## src/pdd_pkg.sv

```systemverilog
// Shared types and constants for the polyline delta decoder.
`timescale 1ns / 1ps

package pdd_pkg;

   // Character decoding constants
   localparam logic [7:0] CHAR_BIAS    = 8'd63;
   localparam logic [7:0] CONT_LOW     = 8'd95;
   localparam logic [7:0] CONT_HIGH    = 8'd127;
   localparam logic [2:0] MAX_CHUNKS   = 3'd7;
   localparam logic [15:0] MAX_PTS_RST = 16'hFFFF;

   // Result status codes
   localparam logic [1:0] STAT_BUSY     = 2'd0;
   localparam logic [1:0] STAT_DONE     = 2'd1;
   localparam logic [1:0] STAT_TRUNC    = 2'd2;
   localparam logic [1:0] STAT_OVERLONG = 2'd3;

   // Per-string decoding mode
   typedef enum logic [1:0] {
      MODE_DECODING = 2'd0,
      MODE_LIMIT    = 2'd1,
      MODE_VOID     = 2'd2
   } mode_type;

   // One result beat
   typedef struct packed {
      logic signed [31:0] lat_units;
      logic signed [31:0] lon_units;
      logic               point_valid;
      logic [1:0]         status;
      logic [15:0]        points_so_far;
   } rsp_type;

endpackage

```

## src/polyline_delta_decoder_unit.sv

```systemverilog
// Top level: input register, decode core and result buffer.
// A result beat is offered from the result buffer after its character has passed the
// input register. Throughput: one character per cycle while the buffer is not full;
// the decode update is a combinational shift, OR and 32-bit add between the input
// register and the result buffer. Stall on the response side backs up through the
// two-entry result buffer. Reset (synchronous, active high) clears the decode state,
// empties the buffer and sets max_points to 65535.
`timescale 1ns / 1ps

module polyline_delta_decoder_unit (
   input  logic               clock,
   input  logic               reset,
   input  logic               csr_wr_en,
   input  logic [15:0]        csr_wr_data,
   input  logic               req_valid,
   output logic               req_stall,
   input  logic [7:0]         req_char_byte,
   input  logic               req_end_of_string,
   output logic               rsp_valid,
   input  logic               rsp_stall,
   output logic signed [31:0] rsp_lat_units,
   output logic signed [31:0] rsp_lon_units,
   output logic               rsp_point_valid,
   output logic [1:0]         rsp_status,
   output logic [15:0]        rsp_points_so_far
);
   import pdd_pkg::*;

   logic       in_valid_ff, in_valid_in;
   logic [7:0] in_char_ff;
   logic       in_eos_ff;
   logic       fifo_full;
   logic       fire;
   logic       res_valid;
   rsp_type    res;
   rsp_type    out_data;

   // Input stage handshake
   always_comb begin
      fire        = in_valid_ff && !fifo_full;
      req_stall   = in_valid_ff && fifo_full;
      in_valid_in = (req_valid && !req_stall) || (in_valid_ff && !fire);
   end

   always_ff @(posedge clock) begin
      if (reset) begin
         in_valid_ff <= 1'b0;
      end else begin
         in_valid_ff <= in_valid_in;
      end
   end

   // Input payload capture
   always_ff @(posedge clock) begin
      if (req_valid && !req_stall) begin
         in_char_ff <= req_char_byte;
         in_eos_ff  <= req_end_of_string;
      end
   end

   pdd_core u_core (
      .clock         (clock),
      .reset         (reset),
      .csr_wr_en     (csr_wr_en),
      .csr_wr_data   (csr_wr_data),
      .fire          (fire),
      .char_byte     (in_char_ff),
      .end_of_string (in_eos_ff),
      .res_valid     (res_valid),
      .res           (res)
   );

   pdd_out_fifo u_out (
      .clock     (clock),
      .reset     (reset),
      .push      (res_valid),
      .push_data (res),
      .full      (fifo_full),
      .pop_valid (rsp_valid),
      .pop_stall (rsp_stall),
      .pop_data  (out_data)
   );

   // Result beat fields
   assign rsp_lat_units     = out_data.lat_units;
   assign rsp_lon_units     = out_data.lon_units;
   assign rsp_point_valid   = out_data.point_valid;
   assign rsp_status        = out_data.status;
   assign rsp_points_so_far = out_data.points_so_far;

endmodule

```

## src/pdd_core.sv

```systemverilog
// Decode state and per-character update logic of the polyline decoder.
`timescale 1ns / 1ps

module pdd_core (
   input  logic            clock,
   input  logic            reset,
   input  logic            csr_wr_en,
   input  logic [15:0]     csr_wr_data,
   input  logic            fire,
   input  logic [7:0]      char_byte,
   input  logic            end_of_string,
   output logic            res_valid,
   output pdd_pkg::rsp_type res
);
   import pdd_pkg::*;

   logic [15:0] max_points_ff;
   logic [31:0] accum_ff,  accum_in;
   logic [2:0]  count_ff,  count_in;
   logic        on_lon_ff, on_lon_in;
   logic [31:0] lat_ff,    lat_in;
   logic [31:0] lon_ff,    lon_in;
   logic [15:0] points_ff, points_in;
   mode_type    mode_ff,   mode_in;

   logic [7:0]  biased;
   logic [4:0]  chunk;
   logic        more;
   logic [4:0]  shamt;
   logic [31:0] accum_new;
   logic [31:0] delta;
   logic [31:0] lat_sum;
   logic [31:0] lon_sum;
   logic [15:0] points_inc;

   // Chunk extraction and zigzag decode
   always_comb begin
      biased     = char_byte - CHAR_BIAS;
      chunk      = biased[4:0];
      more       = (char_byte >= CONT_LOW) && (char_byte <= CONT_HIGH);
      shamt      = {count_ff, 2'b00} + {2'b00, count_ff};
      accum_new  = accum_ff | ({27'd0, chunk} << shamt);
      delta      = accum_new[0] ? ~(accum_new >> 1) : (accum_new >> 1);
      lat_sum    = lat_ff + delta;
      lon_sum    = lon_ff + delta;
      points_inc = points_ff + 16'd1;
   end

   // Next state and result
   always_comb begin
      accum_in  = accum_ff;
      count_in  = count_ff;
      on_lon_in = on_lon_ff;
      lat_in    = lat_ff;
      lon_in    = lon_ff;
      points_in = points_ff;
      mode_in   = mode_ff;
      res_valid = 1'b0;
      res.lat_units     = '0;
      res.lon_units     = '0;
      res.point_valid   = 1'b0;
      res.status        = STAT_BUSY;
      res.points_so_far = points_ff;

      if (mode_ff != MODE_DECODING) begin
         // stopped or voided: only the string end matters
         if (end_of_string && (mode_ff == MODE_LIMIT)) begin
            res_valid     = 1'b1;
            res.lat_units = lat_ff;
            res.lon_units = lon_ff;
            res.status    = STAT_DONE;
         end
      end else if (count_ff >= MAX_CHUNKS) begin
         // eighth chunk voids the string
         res_valid  = 1'b1;
         res.status = STAT_OVERLONG;
         mode_in    = MODE_VOID;
      end else if (more) begin
         accum_in = accum_new;
         count_in = count_ff + 3'd1;
         if (end_of_string) begin
            res_valid  = 1'b1;
            res.status = STAT_TRUNC;
         end
      end else begin
         accum_in = '0;
         count_in = '0;
         if (!on_lon_ff) begin
            lat_in    = lat_sum;
            on_lon_in = 1'b1;
            if (end_of_string) begin
               res_valid  = 1'b1;
               res.status = STAT_TRUNC;
            end
         end else begin
            lon_in            = lon_sum;
            on_lon_in         = 1'b0;
            points_in         = points_inc;
            res_valid         = 1'b1;
            res.lat_units     = lat_ff;
            res.lon_units     = lon_sum;
            res.point_valid   = 1'b1;
            res.status        = end_of_string ? STAT_DONE : STAT_BUSY;
            res.points_so_far = points_inc;
            if (points_inc >= max_points_ff) begin
               mode_in = MODE_LIMIT;
            end
         end
      end

      // string end clears per-string state
      if (end_of_string) begin
         accum_in  = '0;
         count_in  = '0;
         on_lon_in = 1'b0;
         lat_in    = '0;
         lon_in    = '0;
         points_in = '0;
         mode_in   = MODE_DECODING;
      end

      if (!fire) begin
         res_valid = 1'b0;
      end
   end

   // Configuration register
   always_ff @(posedge clock) begin
      if (reset) begin
         max_points_ff <= MAX_PTS_RST;
      end else if (csr_wr_en) begin
         max_points_ff <= csr_wr_data;
      end
   end

   // Decode state registers
   always_ff @(posedge clock) begin
      if (reset) begin
         accum_ff  <= '0;
         count_ff  <= '0;
         on_lon_ff <= 1'b0;
         lat_ff    <= '0;
         lon_ff    <= '0;
         points_ff <= '0;
         mode_ff   <= MODE_DECODING;
      end else if (fire) begin
         accum_ff  <= accum_in;
         count_ff  <= count_in;
         on_lon_ff <= on_lon_in;
         lat_ff    <= lat_in;
         lon_ff    <= lon_in;
         points_ff <= points_in;
         mode_ff   <= mode_in;
      end
   end

endmodule

```

## src/pdd_out_fifo.sv

```systemverilog
// Two-entry result buffer between the decoder and the response channel.
`timescale 1ns / 1ps

module pdd_out_fifo (
   input  logic            clock,
   input  logic            reset,
   input  logic            push,
   input  pdd_pkg::rsp_type push_data,
   output logic            full,
   output logic            pop_valid,
   input  logic            pop_stall,
   output pdd_pkg::rsp_type pop_data
);
   import pdd_pkg::*;

   rsp_type     mem_ff [2];
   logic        wr_ptr_ff, wr_ptr_in;
   logic        rd_ptr_ff, rd_ptr_in;
   logic [1:0]  count_ff,  count_in;
   logic        pop;

   // Pointer and occupancy update
   always_comb begin
      pop       = (count_ff != 2'd0) && !pop_stall;
      wr_ptr_in = push ? ~wr_ptr_ff : wr_ptr_ff;
      rd_ptr_in = pop  ? ~rd_ptr_ff : rd_ptr_ff;
      count_in  = count_ff + {1'b0, push} - {1'b0, pop};
      full      = (count_ff == 2'd2);
      pop_valid = (count_ff != 2'd0);
      pop_data  = mem_ff[rd_ptr_ff];
   end

   // Storage, payload only
   always_ff @(posedge clock) begin
      if (push) begin
         mem_ff[wr_ptr_ff] <= push_data;
      end
   end

   // Control registers
   always_ff @(posedge clock) begin
      if (reset) begin
         wr_ptr_ff <= 1'b0;
         rd_ptr_ff <= 1'b0;
         count_ff  <= '0;
      end else begin
         wr_ptr_ff <= wr_ptr_in;
         rd_ptr_ff <= rd_ptr_in;
         count_ff  <= count_in;
      end
   end

endmodule
```

## config.mk

```make
export PLATFORM = sky130hd
export DESIGN_NAME = polyline_delta_decoder_unit
export DESIGN_NICKNAME = d
export VERILOG_FILES = /design/src/pdd_pkg.sv /design/src/polyline_delta_decoder_unit.sv /design/src/pdd_core.sv /design/src/pdd_out_fifo.sv
export SDC_FILE = /design/constraint.sdc
export NUM_CORES = 1
export LEC_CHECK = 0
export BUFFER_PORTS_ARGS = -buffer_cell sky130_fd_sc_hd__buf_2
export CORE_UTILIZATION = 35
export CTS_BUF_LIST = sky130_fd_sc_hd__clkbuf_8
export CTS_CLUSTER_SIZE = 24
export DETAILED_ROUTE_END_ITERATION = 12
export SKIP_LAST_GASP = 1
export SYNTH_ARGS = -nofsm -noshare
export SYNTH_HDL_FRONTEND = slang
export SYNTH_SLANG_ARGS = --single-unit
```

## constraint.sdc

```tcl
create_clock -name clock -period 7.2 [get_ports clock]
set_input_delay 0.36 -clock clock [delete_from_list [all_inputs] [get_ports clock]]
set_output_delay 0.36 -clock clock [all_outputs]
set_load 0.05 [all_outputs]
```

## After elaboration in Yosys (flattened, before gate mapping)

Memories as Yosys holds them, arrays and structs flattened. A register that Yosys moved wholly into a read port is not among the register bits.
Cells that the tools add are included.

- Bits in registers: 148
- Bits in latches: 0
- RAM bits: 166
- Memory bits (read-only): 0
- Memories kept: 1

Memories:

| name | depth | width | read ports | clocked after memory_dff | wr ports | line | text |
|---|---|---|---|---|---|---|---|
| u_out.mem_ff | 2 | 83 | 1 | 1 | 1 | pdd_out_fifo.sv:16 | `rsp_type mem_ff [2];` |

- Add/sub/neg operators: 8
- Multipliers: 0
- Div/mod/pow operators: 0
- Order comparisons: 4
- Equal/unequal tests: 7
- Shift operators: 1
- Mux-type cells: 59
- Bitwise logic cells: 4
- Reduce and logical (&&, ||, !) cells: 22

Operator list:

| kind | count |
|---|---|
| two-way mux 32 bit | 15 |
| two-way mux 65 bit | 3 |
| two-way mux 64 bit | 2 |
| two-way mux 16 bit | 5 |
| adder 32 bit | 2 |
| inverter 31 -> 32 bit | 1 |
| OR 32 bit | 1 |
| << shifter 5 x 5 -> 32 bit | 1 |
| two-way mux 2 bit | 11 |
| two-way mux 1 bit | 19 |
| adder 16 x 1 -> 16 bit, second input constant | 1 |
| >= comparator 16 bit | 1 |
| AND reduction 5 bit | 3 |
| two-way mux 3 bit | 4 |
| >= comparator 8 x 7 -> 1 bit, second input constant | 1 |
| less-or-equal comparator 8 x 7 -> 1 bit, second input constant | 1 |
| != test 2 bit, second input constant | 4 |
| logical AND 1 bit | 7 |
| nonzero test 2 bit | 3 |
| nonzero test 3 bit | 2 |
| adder 5 x 3 -> 5 bit | 1 |
| subtractor 5 bit, second input constant | 1 |
| logical NOT 1 bit | 4 |
| AND reduction 4 bit | 1 |
| other kinds (10) | 11 |

## Longest topological paths before layout

- Word-level depth: 11
- Gate-level depth with buffers: 20

## By module

A second synthesis with hierarchy kept.

- Cells, all modules: 1541
- Area, all modules: 16876.2 µm²

Modules (own cells, without submodules):

| module | times used | cells each | area each (µm²) |
|---|---|---|---|
| pdd_core | 1 | 1245 | 9967.1 |
| pdd_out_fifo | 1 | 281 | 6583.8 |
| polyline_delta_decoder_unit | 1 | 15 | 325.3 |

## Worst setup path after synthesis

Ideal clock, no wire load.

- Path kind: register -> register
- Start point: register in_char_ff[0]
- End point: memory u_out.mem_ff[0][0] in the netlist's numbering, enable pin
- Library setup time: 0.525 ns
- Arrival time: 4.977 ns
- Required time: 6.675 ns
- Slack: 1.697 ns
- Stages on the path, launching flop included: 8
- Buffers on the path: 0
- Period minus slack after synthesis: 5.503 ns
- Path through: edfxtp_1 ha_1 a41o_1 nand2_1 nand2_1 a21oi_1 o21ai_0 nor2_1

- Cells in the longest elaborated chain, start to end: 8
- Elaborated cells between the ends (all ways): 9
- Classes of those cells: 2 x order compare; 6 x mux; 1 x reduce/logical

RTL lines:

| element | line | text |
|---|---|---|
| start, declared | polyline_delta_decoder_unit.sv:30 | `logic [7:0] in_char_ff;` |
| start signal, assigned | polyline_delta_decoder_unit.sv:56 | `in_char_ff <= req_char_byte;` |
| >= comparator 8 x 7 -> 1 bit or less-or-equal comparator 8 x 7 -> 1 bit (tied branches) | pdd_core.sv:40 | `more = (char_byte >= CONT_LOW) && (char_byte <= CONT_HIGH);` |
| logical AND 1 bit (*) | pdd_core.sv:40 |  |
| two-way mux 1 bit (*) | pdd_core.sv:78 | `end else if (more) begin` |
| two-way mux 1 bit (*) | pdd_core.sv:73 | `end else if (count_ff >= MAX_CHUNKS) begin` |
| two-way mux 1 bit (*) | pdd_core.sv:65 | `if (mode_ff != MODE_DECODING) begin` |
| two-way mux 1 bit (*) | pdd_core.sv:122 | `if (!fire) begin` |
| two-way mux 1 bit (*) | pdd_out_fifo.sv:35 | `if (push) begin` |
| two-way mux 1 bit (implied by the code) (*) | pdd_out_fifo.sv:36 | `mem_ff[wr_ptr_ff] <= push_data;` |
| end, declared | pdd_out_fifo.sv:16 |  |

Every way passes the cells marked *; elsewhere a longest branch is shown, timed or not.

==> results.json <==
{
  "status": "complete, no violations",
  "cts.sink_count": 315,
  "crit_buf_inv": 1,
  "timing.critical_path.cells": "ha_1 > ha_1 > xor2_1 > nor2_1 > a21o_1 > buf_4 > xnor2_1 > ha_1 > fa_1 > nand3_1 > a211oi_1 > o311a_1 > o311a_1 > o21ai_2 > a41oi_1 > xor2_1 > a22o_1",
  "floorplan.io_pins": 115,
  "vdd_drop_max_mv": 0.116,
  "final_cell_area_um2": 19800,
  "hold-worst-slack_ns": 0.146,
  "timing.final.setup_violations": 0,
  "htree_levels": 2,
  "number_of_rows_created_at_floorplan": 80,
  "areaGrowthSynthToFinish_pct": 15.3,
  "placedInstanceArea_um2": 18300,
  "total_power_per_unit_cell_area_nw_per_um2": 275,
  "synth.yosys.seq_area_share": 0.470,
  "vias": 12991,
  "detail-route-antenna-nets": 0,
  "cellLeakagePower_nw": 7.95,
  "detail_route.wl_per_cell_um": 17.6,
  "fin_cells": 2446,
  "timing.final.crit_period_ns": 5.95,
  "tritoncts.num_buffers": 54,
  "timing.final.hold_violations": 0,
  "grt_first_pass_wirelength_mm": 68.4,
  "clock_tree.buffer_depth": 3,
  "cp_dominant_cell_by_count": "ha_1",
  "yosys_warnings": 0,
  "critPathMaxFanout": 19,
  "synth.lib_cells_used.distinct": 79,
  "cap_viol_max_count": 0,
  "pre_cts_slack_ns": 1.31,
  "die_w_um": 223,
  "cts.repair_timing.setup_buffer_count": 0,
  "synth_nets": 1787,
  "worstSetupStartpointType": "flip-flop",
  "required_ns": 7.58,
  "cp_data_arrival_time_ns": 6.33,
  "final.period_utilization": 0.827,
  "finish.utilization": 0.411,
  "synth.avg_cell_area_um2": 10.3,
  "final.setup.tns_ns": 0,
  "timing.critical_path.slowest_cell_delay_ns": 0.73,
  "max_clock_freq_mhz": 168,
  "firstDrtPassIters": 5,
  "min_delay_path_depth": 4,
  "clock_latency_ns": 0.63,
  "remaining_global_route_overflow": 0,
  "criticalPathCategory": "reg2reg",
  "gr-usage-all-layers": 0.172,
  "die_area_um2": 49800,
  "buffer_ports.inserted": 114,
  "timing.final.ws_setup_ns": 1.25,
  "worst_pin_slew_ns": 1.20,
  "final_nets": 1909,
  "worst_clock_skew_ns": 0.0347,
  "grt_pass1_vias": 12777,
  "postSynthRegisterBits": 315,
  "slew-limit-headroom": 0.201,
  "reg2regPathDepth": 17,
  "post-route-drc-count": 0,
  "gp_congestion": 0.927,
  "post_route_cells_drive_above_1_share": 0.182,
  "postSynthCellCount": 1662,
  "placedCellCount": 2317,
  "timing.rr.start": "u_core.count_ff[0]$_SDFFE_PP0P_",
  "reg2reg_slack_ns": 1.25,
  "power_mw": 5.44,
  "grt_max_degree": 63,
  "cts_repair_resize_count": 0,
  "netlist_area_um2": 17100,
  "cts.root.buffer_cell": "clkbuf_8",
  "ys.flop_type": "edfxtp_1",
  "fill_cell_total_of_the_finished_layout": 4625,
  "detailed_place_hpwl_mm": 30.1,
  "die_h_um": 223,
  "ys_async_sr_fraction": 0,
  "hp-class": "in2reg",
  "clkSlewWorstSetupHoldPaths_ns": 0.06,
  "floorplan.core_area_um2": 48000,
  "dr.first_iter.drc_count": 892,
  "r2r-end": "u_out.mem_ff[0][49]$_DFFE_PP_",
  "start_util": 0.357,
  "synth_edf_count": 175,
  "finalMaxSlewViolations": 0,
  "antenna_found_initial": 1,
  "via_per_inst": 5.31,
  "timing.critical_path.max_delay_family": "compound AO/OA/AOI/OAI gates",
  "standard_cell_with_the_maximum_stage_delay_on_the_critical_path": "a21o_1",
  "worstSetupEndpointType": "flip-flop",
  "rsz_0062_raised_after_global_routing": "false",
  "route.final.wire_length_mm": 43.0,
  "hold_start": "rsp_stall",
  "tritoncts": "done"
}
==> synth_stat cells, drive strengths merged, types with 24 or more instances <==
library cell | n | area (um2)
dfxtp | 140 | 2800
xnor2 | 72 | 631
nor2 | 148 | 556
inv | 46 | 173
edfxtp | 175 | 5260
clkbuf | 64 | 241
nand3 | 29 | 145
nand2 | 103 | 394
a21o | 41 | 308
ha | 93 | 1160
a21oi | 146 | 742
nor3 | 30 | 165
xor2 | 43 | 377
o21ai | 75 | 379
mux2 | 86 | 968
and2 | 47 | 294
o211ai | 32 | 245
buf | 24 | 125
a22o | 61 | 534
==> cells by family after synthesis <==
| group | after synthesis | share of synthesized area |
|---|---|---|
| AOI/OAI and AO/OA | 458 | 0.180 |
| xor gates and xnor gates | 115 | 0.0588 |
| adders and majority gates | 95 | 0.0703 |
| buffers and inverters | 134 | 0.0315 |
| DFF | 315 | 0.470 |
| muxes | 93 | 0.0606 |
| and+or+nand+nor | 452 | 0.128 |
==> registers in the layout (all words and copies together) (netlist names), 2 cells and up, named ones only <==
signal,cells
u_core.max_points_ff,16
in_char_ff,8
u_out.count_ff,2
u_core.accum_ff,32
u_core.count_ff,3
u_core.points_ff,16
u_out.mem_ff,166
u_core.lat_ff,32
u_core.lon_ff,32
u_core.mode_ff,2
==> routing by layer <==
| layer | routed length, um | up-vias | track usage |
|---|---|---|---|
| li1 | - | 6370 | - |
| met1 | 20400 | 6241 | 0.238 |
| met2 | 19400 | 303 | 0.271 |
| met3 | 2130 | 77 | 0.0317 |
| met4 | 982 | 0 | 0.0556 |
| met5 | 0 | - | 0 |
==> tightest hold or removal path, stage by stage <==
cell	delay (ns)
buf_2	0.10
nor2b_1	0.07
xnor2_1	0.14
nor2_1	0.08
==> area by class of cell <==
class / count / area (um2) / share of cell area
inverter: 46 / 173 / 0.00874
clock inverter: 40 / 380 / 0.0193
sequential: 315 / 8060 / 0.408
tap: 615 / 769 / 0.0390
clock buffer: 62 / 853 / 0.0432
antenna: 1 / 2.50 / 0.000127
timing repair buffer: 154 / 936 / 0.0474
multi-input combinational: 1213 / 8580 / 0.434
==> cell usage in the layout, fill, tap and decap left out, types with 12 or more instances in the layout <==
cell and instances:
edfxtp_1 175, nor2_1 145, a21oi_1 143, dfxtp_1 139, buf_2 114, nand2_1 102, ha_1 93, mux2_2 86
xnor2_1 72, o21ai_0 68, clkbuf_8 62, a22o_1 61, inv_1 54, and2_1 47, xor2_1 43, a21o_1 41
o211ai_1 31, nand3_1 29, nor3_1 27, dlygate4sd3_1 26, a22oi_1 18, buf_4 14, nand2b_1 13, and3_1 13
nand4_1 13, nor2b_1 12
==> worst max path at each step <==
| stage | startpoint | slack, ns | cells after the start | end |
|---|---|---|---|---|
| 3_5_place_dp | u_core.count_ff[0]$_SDFFE_PP0P_ | 1.31 | 17 | u_out.mem_ff[1][49]$_DFFE_PP_ |
| 6_report | u_core.count_ff[0]$_SDFFE_PP0P_ | 1.25 | 17 | u_out.mem_ff[0][49]$_DFFE_PP_ |
| 2_1_floorplan | in_char_ff[0]$_DFFE_PP_ | 1.70 | 7 | u_out.mem_ff[0][0]$_DFFE_PP_ |
| 4_1_cts | u_core.count_ff[0]$_SDFFE_PP0P_ | 1.29 | 17 | u_out.mem_ff[1][49]$_DFFE_PP_ |
| 5_1_grt | u_core.count_ff[0]$_SDFFE_PP0P_ | 0.79 | 16 | u_out.mem_ff[0][50]$_DFFE_PP_ |
| 3_3_place_gp | u_core.count_ff[0]$_SDFFE_PP0P_ | 1.47 | 17 | u_out.mem_ff[0][49]$_DFFE_PP_ |
==> power by group <==
group,internal [mW],total [mW],switching (mW)
logic,0.500,1.56,1.06
registers,1.99,2.05,0.0607
clock network,1.05,1.83,0.776
==> what timing repair did <==
| action | CTS | global route |
|---|---|---|
| endpoints found under the setup margin | 0 | 0 |
| endpoints found under the hold margin | 26 | 0 |
| hold buffers | 26 | 0 |
(Power assumes the default switching activity.)
